File: src/design/pli_pkg.sv
// Shared types and constants for the piecewise linear interpolator.
// Used by every module of the block but pli_ram; depends on nothing.
package pli_pkg;

  localparam int MAX_POINTS  = 64;
  localparam int IDX_W       = $clog2(MAX_POINTS);
  localparam int CNT_W       = $clog2(MAX_POINTS + 1);
  localparam int QUEUE_DEPTH = 2;
  localparam int QPTR_W      = $clog2(QUEUE_DEPTH);
  localparam int QCNT_W      = $clog2(QUEUE_DEPTH + 1);
  localparam int DIV_STEPS   = 32;
  localparam int STEP_W      = $clog2(DIV_STEPS);

  typedef enum logic [1:0] {
    FN_LOAD  = 2'd0,
    FN_QUERY = 2'd1,
    FN_CLEAR = 2'd2,
    FN_NONE  = 2'd3
  } func_t;

  typedef enum logic [1:0] {
    ST_OK    = 2'd0,
    ST_ORDER = 2'd1,
    ST_FULL  = 2'd2,
    ST_FEW   = 2'd3
  } status_t;

  typedef enum logic [1:0] {
    OP_LOAD,
    OP_QUERY,
    OP_CLEAR,
    OP_NOP
  } op_t;

  typedef enum logic [3:0] {
    BK_IDLE,
    BK_SRCH,
    BK_CMP,
    BK_RDA,
    BK_RDB,
    BK_MULA,
    BK_MULB,
    BK_SUM,
    BK_DIV,
    BK_DONE
  } back_state_t;

  typedef struct packed {
    func_t              func;
    logic signed [31:0] point_x;
    logic signed [31:0] point_y;
  } in_word_t;

  typedef struct packed {
    logic signed [31:0] value;
    status_t            status;
  } out_word_t;

  typedef struct packed {
    op_t                op;
    logic signed [31:0] x;
    logic signed [31:0] y;
  } cmd_t;

  typedef struct packed {
    logic full;
    logic empty;
  } q_stat_t;

endpackage

File: src/design/pli_queue.sv
// Short command queue between the front and the back of the interpolator.
// Depends on pli_pkg.
module pli_queue import pli_pkg::*; (
  input  logic    clk,
  input  logic    rst_n,
  input  logic    push,
  input  cmd_t    push_cmd,
  input  logic    pop,
  output cmd_t    head,
  output q_stat_t stat
);

  cmd_t              slot_r [QUEUE_DEPTH];
  logic [QPTR_W-1:0] wr_ptr_r, wr_ptr_nxt;
  logic [QPTR_W-1:0] rd_ptr_r, rd_ptr_nxt;
  logic [QCNT_W-1:0] cnt_r, cnt_nxt;
  logic              do_push, do_pop;

  assign stat.full  = (cnt_r == QCNT_W'(QUEUE_DEPTH));
  assign stat.empty = (cnt_r == '0);
  assign do_push    = push && !stat.full;
  assign do_pop     = pop && !stat.empty;
  assign head       = slot_r[rd_ptr_r];

  always_comb begin
    wr_ptr_nxt = wr_ptr_r;
    rd_ptr_nxt = rd_ptr_r;
    cnt_nxt    = cnt_r;
    if (do_push) begin
      wr_ptr_nxt = (wr_ptr_r == QPTR_W'(QUEUE_DEPTH - 1)) ? '0 : wr_ptr_r + 1'b1;
    end
    if (do_pop) begin
      rd_ptr_nxt = (rd_ptr_r == QPTR_W'(QUEUE_DEPTH - 1)) ? '0 : rd_ptr_r + 1'b1;
    end
    if (do_push && !do_pop) begin
      cnt_nxt = cnt_r + 1'b1;
    end else if (do_pop && !do_push) begin
      cnt_nxt = cnt_r - 1'b1;
    end
  end

  always_ff @(posedge clk) begin
    if (!rst_n) begin
      wr_ptr_r <= '0;
      rd_ptr_r <= '0;
      cnt_r    <= '0;
    end else begin
      wr_ptr_r <= wr_ptr_nxt;
      rd_ptr_r <= rd_ptr_nxt;
      cnt_r    <= cnt_nxt;
    end
  end

  always_ff @(posedge clk) begin
    if (do_push) begin
      slot_r[wr_ptr_r] <= push_cmd;
    end
  end

endmodule

File: config.mk
export PLATFORM = sky130hd
export DESIGN_NAME = pli_queue
export DESIGN_NICKNAME = d
export VERILOG_FILES = /design/src/design/pli_pkg.sv /design/src/design/pli_queue.sv
export SDC_FILE = /design/constraint.sdc
export NUM_CORES = 1
export LEC_CHECK = 0
export BUFFER_PORTS_ARGS = -buffer_cell sky130_fd_sc_hd__buf_4
export CORE_UTILIZATION = 47
export CTS_CLUSTER_DIAMETER = 40
export DETAILED_ROUTE_END_ITERATION = 10
export PLACE_DENSITY = 0.76
export SKIP_CTS_REPAIR_TIMING = 1
export SKIP_LAST_GASP = 1
export SLEW_MARGIN = 5
export SYNTH_ARGS = -nofsm -noshare
export SYNTH_HDL_FRONTEND = slang
export SYNTH_SLANG_ARGS = --single-unit
File: constraint.sdc
create_clock -name clk -period 3.8 [get_ports clk]
set_input_delay 0.19 -clock clk [delete_from_list [all_inputs] [get_ports clk]]
set_output_delay 0.19 -clock clk [all_outputs]
set_load 0.01 [all_outputs]
After elaboration in Yosys (flattened, before gate mapping)
Memory sizes are Yosys's and may differ from the RTL's. A register that Yosys moved wholly into a read port is not among the register bits.
Cells that the tools add are included.
{"block": "op_classes", "add_sub_neg": 4, "eq_ne": 1, "n_mux": 8, "n_reduce_logical": 10}
{"operator": "$mux W1", "n": 6}
{"operator": "$logic_and A1 B1 Y1", "n": 4}
{"operator": "$logic_not A1 Y1", "n": 4}
{"operator": "$mux W2", "n": 2}
{"operator": "$add A1 B1 Y1 const B", "n": 2}
{"operator": "$add A2 B1 Y2 const B", "n": 1}
{"operator": "$eq A2 B2 Y1 const B", "n": 1}
{"operator": "$logic_not A2 Y1", "n": 1}
{"operator": "$reduce_bool A2 Y1", "n": 1}
{"operator": "$sub A2 B1 Y2 const B", "n": 1}
{"block": "word_totals", "register_bits": 4, "mem_bits_rw": 132, "input_bits": 70, "out_inout_bits": 68, "elab_cells": 27, "mem_count": 1}
{"memory": "slot_r", "words": 2, "width": 66, "rd": 1, "rd_clocked_by_memory_dff": 1, "wr": 1, "line_no": "pli_queue.sv:13", "text": "cmd_t slot_r [QUEUE_DEPTH];"}

Logic depth before layout (Yosys ltp)
{"block": "logic_depth", "word_depth": 7, "mapped_depth": 7, "ltp_nobuf": 7}

Worst setup path after synthesis
OpenSTA, ideal clock, no wires.
{"block": "synth_path", "path_type": "register -> register", "start": "reg cnt_r[0]", "end": "mem slot_r[0][0] (netlist name) (enable)", "setup_ns": 0.480, "arrival_ns": 3.168, "required_time_ns": 3.320, "path_slack_ns": 0.152, "stages_incl_launch_ff": 4, "n_path_buf": 0, "path_cell_list": "dfxtp_1 nand2b_1 inv_2 nor3_2"}
{"element": "start, declared", "line_no": "pli_queue.sv:16", "text": "logic [QCNT_W-1:0] cnt_r, cnt_nxt;"}
{"element": "start signal, assigned", "line_no": "pli_queue.sv:50", "text": "cnt_r <= cnt_nxt;"}
{"element": "end, declared", "line_no": "pli_queue.sv:13"}

==> results.ini <==
[status]
status = complete, no violations

[power]
p_leak_uw = 0.00286
vdd_drop_max_uv = 398
power.density_nw_per_um2 = 655

[drt]
drtIter0Drc = 151
dr_wl_met2_mm = 5.04
drt_wl_total_mm = 9.68
drt_first_pass_iters = 4
dr_total_vias = 2862
viasPerCell = 4.79
wl_per_cell_um = 16.2
highest_layer = met4
drtAntennaViolNets = 0
wl_met1_mm = 4.02
drcViolationCount = 0
met3_wirelength_um = 499

[global_route]
grt_first_pass_wirelength_mm = 13.1
track_usage_pct = 16.3
grt_pass1_vias = 2571
antenna_found_initial = 0
overflow = 0
grt_max_degree = 67

[timing]
rsz0062_at_grt = false
min_period_ns = 2.24
hold_viol_final = 0
clock_skew_ns = 0.0171
max_freq_mhz = 447
slew_headroom_pct = 40.4
slew_violations = 0
tightest_slew_ns = 0.893
setup_violations = 0
fin_crit_sh_pct = 58.9
tns_ns = 0

[floorplanning]
fp.coreArea_sq_um = 10300
die-area_sq_um = 11100
row_count = 37
die_h_um = 105
dieWidth_um = 105
start_util_pct = 48.5
ios = 138

[logic_synthesis]
ys_types = 23
synthCells = 230
yosysSeqAreaShare_pct = 81.2
avgSynthCellArea_sq_um = 21.8
ys_seq_elements = 137
syn_area_sq_um = 5000
syn_nets = 301
ys_warn_count = 0

[placement]
place.gp.congestion = 0.683
hpwlAfterDp_mm = 5.31
port_buffers = 137

[flow_run]
drv_cap = 0

[finish]
final_core_util_pct = 72.7
drive_gt1_share_pct = 43.1
n_antenna_cell = 0
fill_cells = 613
final_common_cell = buf_4
layout.nets = 520
areaGrowthSynthToFinish_pct = 49.9
layout_common_cells = 139 x buf_4, 132 x edfxtp_1, 67 x dlygate4sd3_1, 40 x mux2_1, 26 x mux2_2

[worst_setup_path]
worstPathRequired_ns = 3.61
start_kind = register
worstPathMaxFanout = 66
cp-end-kind = output port
crit_type = register to output port
arrival_ns = 2.05

[cts]
clk_latency_ns = 0.51
cts_root_buf = clkbuf_8
clkTransAtPathRegs_ns = 0.06
clockBufferDepth = 2
ctsHtreeMaxLevel = 4
cts_made_buffers = 17
cts.sinks = 137
cts_tree = done

[hold_path]
hp-class = primary input to register

## Yosys cell counts, drive strengths merged
library cell	number	area share [%]
a21boi	2	0.30
edfxtp	132	79
o21ai	2	0.20
nand2b	1	0.13
buf	7	1.3
xor2	1	0.18
mux2	66	15
and2	3	0.38
and3	1	0.13
inv	2	0.15
or3	1	0.13
nor3	1	0.20
o21a	1	0.15
dfxtp	5	2.0
nor2	2	0.15
xnor2	2	0.35
ha	1	0.25
## layout make-up
cell class                 instances  area (sq um)  area share, %
tap                              136           170           2.27
sequential                       137          4070           54.2
clock buffer                      17           414           5.52
multi-input combinational         84           877           11.7
timing repair buffer             207          1730           23.1
clock inverter                    15           230           3.07
inverter                           2          7.51          0.100
## metal layers
| layer | vias to the layer above | global-route usage (%) |
|---|---|---|
| li1 | 1346 | - |
| met1 | 1395 | 19.8 |
| met2 | 109 | 26.1 |
| met3 | 12 | 5.30 |
| met4 | 0 | 8.15 |
| met5 | - | 0 |
## power breakdown
part	internal, uW	leakage, uW	switching (uW)	total, uW
Clock	1190	0.000310	571	1760
Combinational	619	0.00127	482	1100
Sequential	1900	0.00127	148	2050
Total	3710	0.00286	1200	4910
## critical path, stage by stage (launching register included)
cell and delay (ns):
dfxtp_4 0.93, mux2_2 0.42, buf_4 0.14
## path summary, 6_finish.rpt
path                              start                       to  slack, ns  cells past startpoint
setup / recovery               register                 head[50]       1.56                      2
hold / removal                     push    wr_ptr_r$_SDFFE_PN0P_       0.05                      3
setup reg to reg  cnt_r[0]$_SDFFE_PN0P_  slot_r[1][37]$_DFFE_PP_       1.69                      3
hold reg to reg   cnt_r[1]$_SDFFE_PN0P_    cnt_r[1]$_SDFFE_PN0P_       0.55                      2
## sequential cells by signal (all words and copies together) (netlist names), named ones only
name / cells
rd_ptr_r: 1
slot_r: 132
cnt_r: 2
wr_ptr_r: 1
## kinds of logic after synthesis
kind of cell               share of synthesized area [%]
AOI/OAI and AO/OA                                  0.650
and+or+nand+nor                                     1.10
DFF                                                 81.2
buffers and inverters                               1.40
adders and majority gates                          0.250
xor gates and xnor gates                           0.525
muxes                                               14.9
## metrics by stage
stage                     instance area, sq um  power (uW)  std cells  setup WS [ns]  hold WS [ns]
final                                     7500        4910        598           1.56        0.0540
after global routing                      7500        5100        598           1.45        0.0335
after CTS                                 6830        4890        531           1.50        -0.163
after detailed placement                  6190        3120        499           1.67         0.379
after global placement                    6190        3100        499           1.71         0.376
after floorplan                           5000        2620        230          0.152         0.289
Power figures use the tool's default switching activity.
