`config.mk`:
```
export PLATFORM = sky130hd
export DESIGN_NAME = pli_front
export DESIGN_NICKNAME = d
export VERILOG_FILES = /design/src/design/pli_pkg.sv /design/src/design/pli_front.sv
export SDC_FILE = /design/constraint.sdc
export NUM_CORES = 1
export LEC_CHECK = 0
export ABC_AREA = 0
export BUFFER_PORTS_ARGS = -buffer_cell sky130_fd_sc_hd__buf_2
export CAP_MARGIN = 20
export CORE_MARGIN = 5
export CORE_UTILIZATION = 40
export CTS_CLUSTER_DIAMETER = 30
export DETAILED_ROUTE_END_ITERATION = 16
export HOLD_SLACK_MARGIN = 0.15
export PLACE_DENSITY = 0.85
export SLEW_MARGIN = 40
export SYNTH_ARGS = -nofsm -noshare
export SYNTH_HDL_FRONTEND = slang
export SYNTH_SLANG_ARGS = --single-unit
```
`constraint.sdc`:
```
create_clock -name clk -period 5.2 [get_ports clk]
set_input_delay 1.04 -clock clk [delete_from_list [all_inputs] [get_ports clk]]
set_output_delay 1.04 -clock clk [all_outputs]
set_load 0.01 [all_outputs]
```
`src/design/pli_pkg.sv`:
```
// Shared types and constants for the piecewise linear interpolator.
// Used by every module of the block but pli_ram; depends on nothing.
package pli_pkg;

  localparam int MAX_POINTS  = 64;
  localparam int IDX_W       = $clog2(MAX_POINTS);
  localparam int CNT_W       = $clog2(MAX_POINTS + 1);
  localparam int QUEUE_DEPTH = 2;
  localparam int QPTR_W      = $clog2(QUEUE_DEPTH);
  localparam int QCNT_W      = $clog2(QUEUE_DEPTH + 1);
  localparam int DIV_STEPS   = 32;
  localparam int STEP_W      = $clog2(DIV_STEPS);

  typedef enum logic [1:0] {
    FN_LOAD  = 2'd0,
    FN_QUERY = 2'd1,
    FN_CLEAR = 2'd2,
    FN_NONE  = 2'd3
  } func_t;

  typedef enum logic [1:0] {
    ST_OK    = 2'd0,
    ST_ORDER = 2'd1,
    ST_FULL  = 2'd2,
    ST_FEW   = 2'd3
  } status_t;

  typedef enum logic [1:0] {
    OP_LOAD,
    OP_QUERY,
    OP_CLEAR,
    OP_NOP
  } op_t;

  typedef enum logic [3:0] {
    BK_IDLE,
    BK_SRCH,
    BK_CMP,
    BK_RDA,
    BK_RDB,
    BK_MULA,
    BK_MULB,
    BK_SUM,
    BK_DIV,
    BK_DONE
  } back_state_t;

  typedef struct packed {
    func_t              func;
    logic signed [31:0] point_x;
    logic signed [31:0] point_y;
  } in_word_t;

  typedef struct packed {
    logic signed [31:0] value;
    status_t            status;
  } out_word_t;

  typedef struct packed {
    op_t                op;
    logic signed [31:0] x;
    logic signed [31:0] y;
  } cmd_t;

  typedef struct packed {
    logic full;
    logic empty;
  } q_stat_t;

endpackage

```
`src/design/pli_front.sv`:
```
// Front end: takes an input word, decodes its function code into a command
// and hands it to the queue. Depends on pli_pkg.
module pli_front import pli_pkg::*; (
  input  logic     clk,
  input  logic     rst_n,
  input  logic     start,
  output logic     busy,
  input  in_word_t in_word,
  input  q_stat_t  q_stat,
  output logic     push,
  output cmd_t     push_cmd
);

  logic valid_r, valid_nxt;
  cmd_t cmd_r;
  cmd_t dec_cmd;
  logic accept;

  always_comb begin
    dec_cmd.x = in_word.point_x;
    dec_cmd.y = in_word.point_y;
    unique case (in_word.func)
      FN_LOAD:  dec_cmd.op = OP_LOAD;
      FN_QUERY: dec_cmd.op = OP_QUERY;
      FN_CLEAR: dec_cmd.op = OP_CLEAR;
      default:  dec_cmd.op = OP_NOP;
    endcase
  end

  // The staged word waits only while the queue is full.
  assign busy     = valid_r && q_stat.full;
  assign accept   = start && !busy;
  assign push     = valid_r;
  assign push_cmd = cmd_r;

  always_comb begin
    valid_nxt = valid_r;
    if (accept) begin
      valid_nxt = 1'b1;
    end else if (valid_r && !q_stat.full) begin
      valid_nxt = 1'b0;
    end
  end

  always_ff @(posedge clk) begin
    if (!rst_n) begin
      valid_r <= 1'b0;
    end else begin
      valid_r <= valid_nxt;
    end
  end

  always_ff @(posedge clk) begin
    if (accept) begin
      cmd_r <= dec_cmd;
    end
  end

endmodule

```
Yosys cells after proc, flatten, opt, wreduce, memory -nomap -nowiden
Index checks and enable logic that the tools add are counted.
- add/subtract/negate cells: 0
- multipliers: 0
- div/mod/pow operators: 0
- $lt $le $gt $ge: 0
- equal/unequal tests: 2
- shifts and indexed selects: 0
- muxes and demuxes: 3
- bitwise logic cells: 0
- reduce and logical (&&, ||, !) cells: 7
- operators with widths (cell ; count):
    2-bit case mux with 3 select lines ; 1
    1-bit logical AND ; 3
    2-bit by 1-bit equality test with 1-bit output (second input constant) ; 1
    2-bit equality test (second input constant) ; 1
    1-bit logical NOT ; 2
    2-bit logical NOT ; 1
    1-bit 2-to-1 mux ; 2
    2-bit nonzero test ; 1
- register bits after elaboration: 67
- latch bits: 0
- RAM bits: 0
- bits in read-only memories: 0
- input bits: 71
- output and inout port bits: 68
- logic and storage cells: 16
- memories: 0

Logic depth before layout (Yosys ltp)
- depth in word-level cells: 4
- mapped depth: 2
- gate-level depth less buffers: 2

Worst setup path before layout
OpenSTA, ideal clock, no wires.
- kind: input to register
- from: input port q_stat[1] (netlist bit)
- to: register cmd_r (netlist bit push_cmd[0]) (enable)
- setup time: 0.498 ns
- arrival: 4.145 ns
- data required time: 4.702 ns
- setup slack: 0.557 ns
- stages on the path: 2
- path buffers: 0
- path through: and2_4 > nor2b_1
- longest elaborated chain between the ends: 3
- ends and longest elaborated chain (what ; line ; text):
    start, declared ; pli_front.sv:9 ; input q_stat_t q_stat,
    1-bit logical AND ; pli_front.sv:31 ; assign busy = valid_r && q_stat.full;
    1-bit logical NOT ; pli_front.sv:32 ; assign accept = start && !busy;
    1-bit logical AND ; pli_front.sv:32 ;
    named net accept ; pli_front.sv:17 ; logic accept;
    end signal, assigned ; pli_front.sv:55 ; cmd_r <= dec_cmd;
    end, declared ; pli_front.sv:15 ; cmd_t cmd_r;
The timed path passes the listed nets, and every way through them passes these cells.
A chain may end at the register's enable or synchronous reset.

Worst setup path in the final report
- from: input port q_stat[1] (netlist bit)
- to: output port busy
- longest elaborated chain between the ends: 1
- ends and longest elaborated chain (what ; line ; text):
    1-bit logical AND ; pli_front.sv:31 ;
    end, declared ; pli_front.sv:7 ; output logic busy,
Every way passes these cells.

==> results.toml <==
[run_status]
outcome = "finished, final reports clean"

[timing]
period_share_pct = 47.7
skew_ns = 0.00758
fmax_mhz = 403
finalHoldViolations = 0
hold_ws_ns = 0.620
slew_violations = 0
finalSetupViolCount = 0
relSlewSlack_pct = 69.6
tightest_slew_ns = 0.455
period_minus_slack_ns = 2.48
timing.setup.tns_ns = 0
grt_setup_unrepaired = "no"

[worst_setup_path]
path_cells = "buf_2 -> and2_4 -> buf_2"
rrSetupSlack_ns = 3.38
cp.arrival_ns = 1.44
path_max_fanout = 3
path_common_cell = "buf_2"
cp-start-kind = "primary input"
cp.required_ns = 4.16
crit_path_start = "q_stat[1]"
end_kind = "primary output"
reg2regPathDepth = 4
crit_slowest_cell = "and2_4"
critical_path_class = "in -> out"
max_stage_delay_ns = 0.16
timing.rr.end = "push_cmd[53]"
r2r_start = "push"

[logic_synthesis]
synth_nets = 143
synth-seq-cells = 67
yosysSeqAreaShare_pct = 98.5
yosysTopAreaCellShare_pct = 97.5
yosysWarnings = 0
synth.distinct_cells = 6
yosysTopAreaCell = "edfxtp_1"
synth_area_per_cell_sq_um = 28.2
synth_area_sq_um = 2030
syn_inst = 72
yosys-top-cells-area = "edfxtp_1, dfxtp_1, and2_4"

[floorplan]
core_sq_um = 5010
rows = 26
fp.dieW_um = 81.3
die-area_sq_um = 6610
initial_core_util_pct = 40.6
ios = 139
die_h_um = 81.3

[place]
io_buffers = 137
dp_hpwl_um = 3620
dpl_cell_area_sq_um = 2810
gp_congestion = 0.650

[worst_hold_path]
hold_depth = 2
worstHoldEndpoint = "push"
min_from = "push"
worstHoldPathType = "reg -> reg"

[global_routing]
antenna_found_initial = 0
grt_pass1_wl_um = 6450
grtUsageTotal_pct = 14.1
grt_start_max_net_pins = 35
grt_pass1_vias = 1322
overflow = 0

[routing]
antenna_left = 0
drt_iter0_markers = 37
vias = 1220
met3_length_um = 708
drtPass1Iterations = 4
vias_per_cell = 4.14
drc_errors = 0
highest_layer = "met4"
wire_per_inst_um = 15.3
wl_met1_um = 1520
wl_met2_um = 2260
routed_wl_um = 4520

[clocking]
clock_path_buffers = 2
post_cts_buffers = 0
cts_sinks = 67
cts_root_buf = "clkbuf_8"
numCtsBuffers = 9
clk_latency_ns = 0.32
post_cts_resized = 0
ctsHoldBuffers = 0
h-tree-depth = 3
clk_pin_slew_ns = 0.07
cts_tree = "done"

[power]
max-vdd-ir-drop_mv = 0.221
p_leak_nw = 1.33
p_per_area_nw_per_um2 = 381
total_power_mw = 1.16

[final_layout]
final_layout_size_suffix_gt1_share_pct = 68.9
area_growth_pct = 50.0
diodes = 0
utilization_pct = 60.8
fill_cells = 383
final_cell_area_sq_um = 3050
nNetsFinal = 291

[flow_run]
cap_violations = 0
==> worst max-delay path, delay by kind of cell <==
family	cells	cell delay (ns)
AND/OR/NAND/NOR	1	0.16
buffers and inverters	2	0.24
==> sequential cells by signal, indices dropped and copies added, names as in the netlist <==
register  count
push          1
push_cmd     66
==> metrics by stage <==
step                std cells  worst slack (ns)
floorplan                  72             0.557
global placement          278              2.34
detailed placement        278              2.25
CTS                       294              2.61
global route              295              2.71
finish                    295              2.72
==> worst max-delay path by stage <==
stage | to
after CTS | push_cmd[31]
after global routing | busy
final | busy
after floorplan | push_cmd[0]
after global placement | push_cmd[9]
after detailed placement | push_cmd[10]
==> synthesized netlist by cell type, drive strengths merged <==
master and n:
dfxtp 1, o21a 1, nor2b 1, and2 1, clkbuf 2, edfxtp 66
==> cells in the final DEF (no fill, tap or decap) <==
cell type	synthesis	layout
edfxtp_1	66	66
and2_4	1	1
buf_4	0	1
o21a_1	1	1
clkbuf_8	0	12
buf_16	0	1
buf_2	0	137
clkbuf_1	2	2
nor2b_4	0	1
clkinv_2	0	1
bufinv_16	0	1
dfxtp_1	1	1
==> routing by layer <==
| metal | up-vias | GRT usage, % |
|---|---|---|
| met5 | - | 0 |
| met3 | 4 | 8.20 |
| met1 | 546 | 15.0 |
| met2 | 87 | 22.1 |
| met4 | 0 | 7.09 |
| li1 | 583 | - |
==> where the power goes <==
group	total [mW]	switching [mW]	internal [mW]
logic	0.0900	0.0479	0.0421
clock network	0.433	0.172	0.261
registers	0.637	0.00647	0.631
total	1.16	0.226	0.934
==> layout make-up <==
type | count | area, sq um | share of cell area, %
clock buffer | 14 | 173 | 5.67
clock inverter | 2 | 35.0 | 1.15
multi-input combinational | 3 | 30.0 | 0.985
sequential | 67 | 2000 | 65.7
tap | 70 | 87.6 | 2.87
timing repair buffer | 139 | 721 | 23.6
==> cells by family (layout without fill, tap and decap cells) <==
| kind of cell | Yosys count | count (layout) | synth area share (%) |
|---|---|---|---|
| AO/OA/AOI/OAI | 1 | 1 | 0.370 |
| buffers and inverters | 2 | 155 | 0.370 |
| flip-flops | 67 | 67 | 98.5 |
| AND/OR/NAND/NOR | 2 | 2 | 0.739 |
Note: power is estimated with default switching activity, not from simulation.
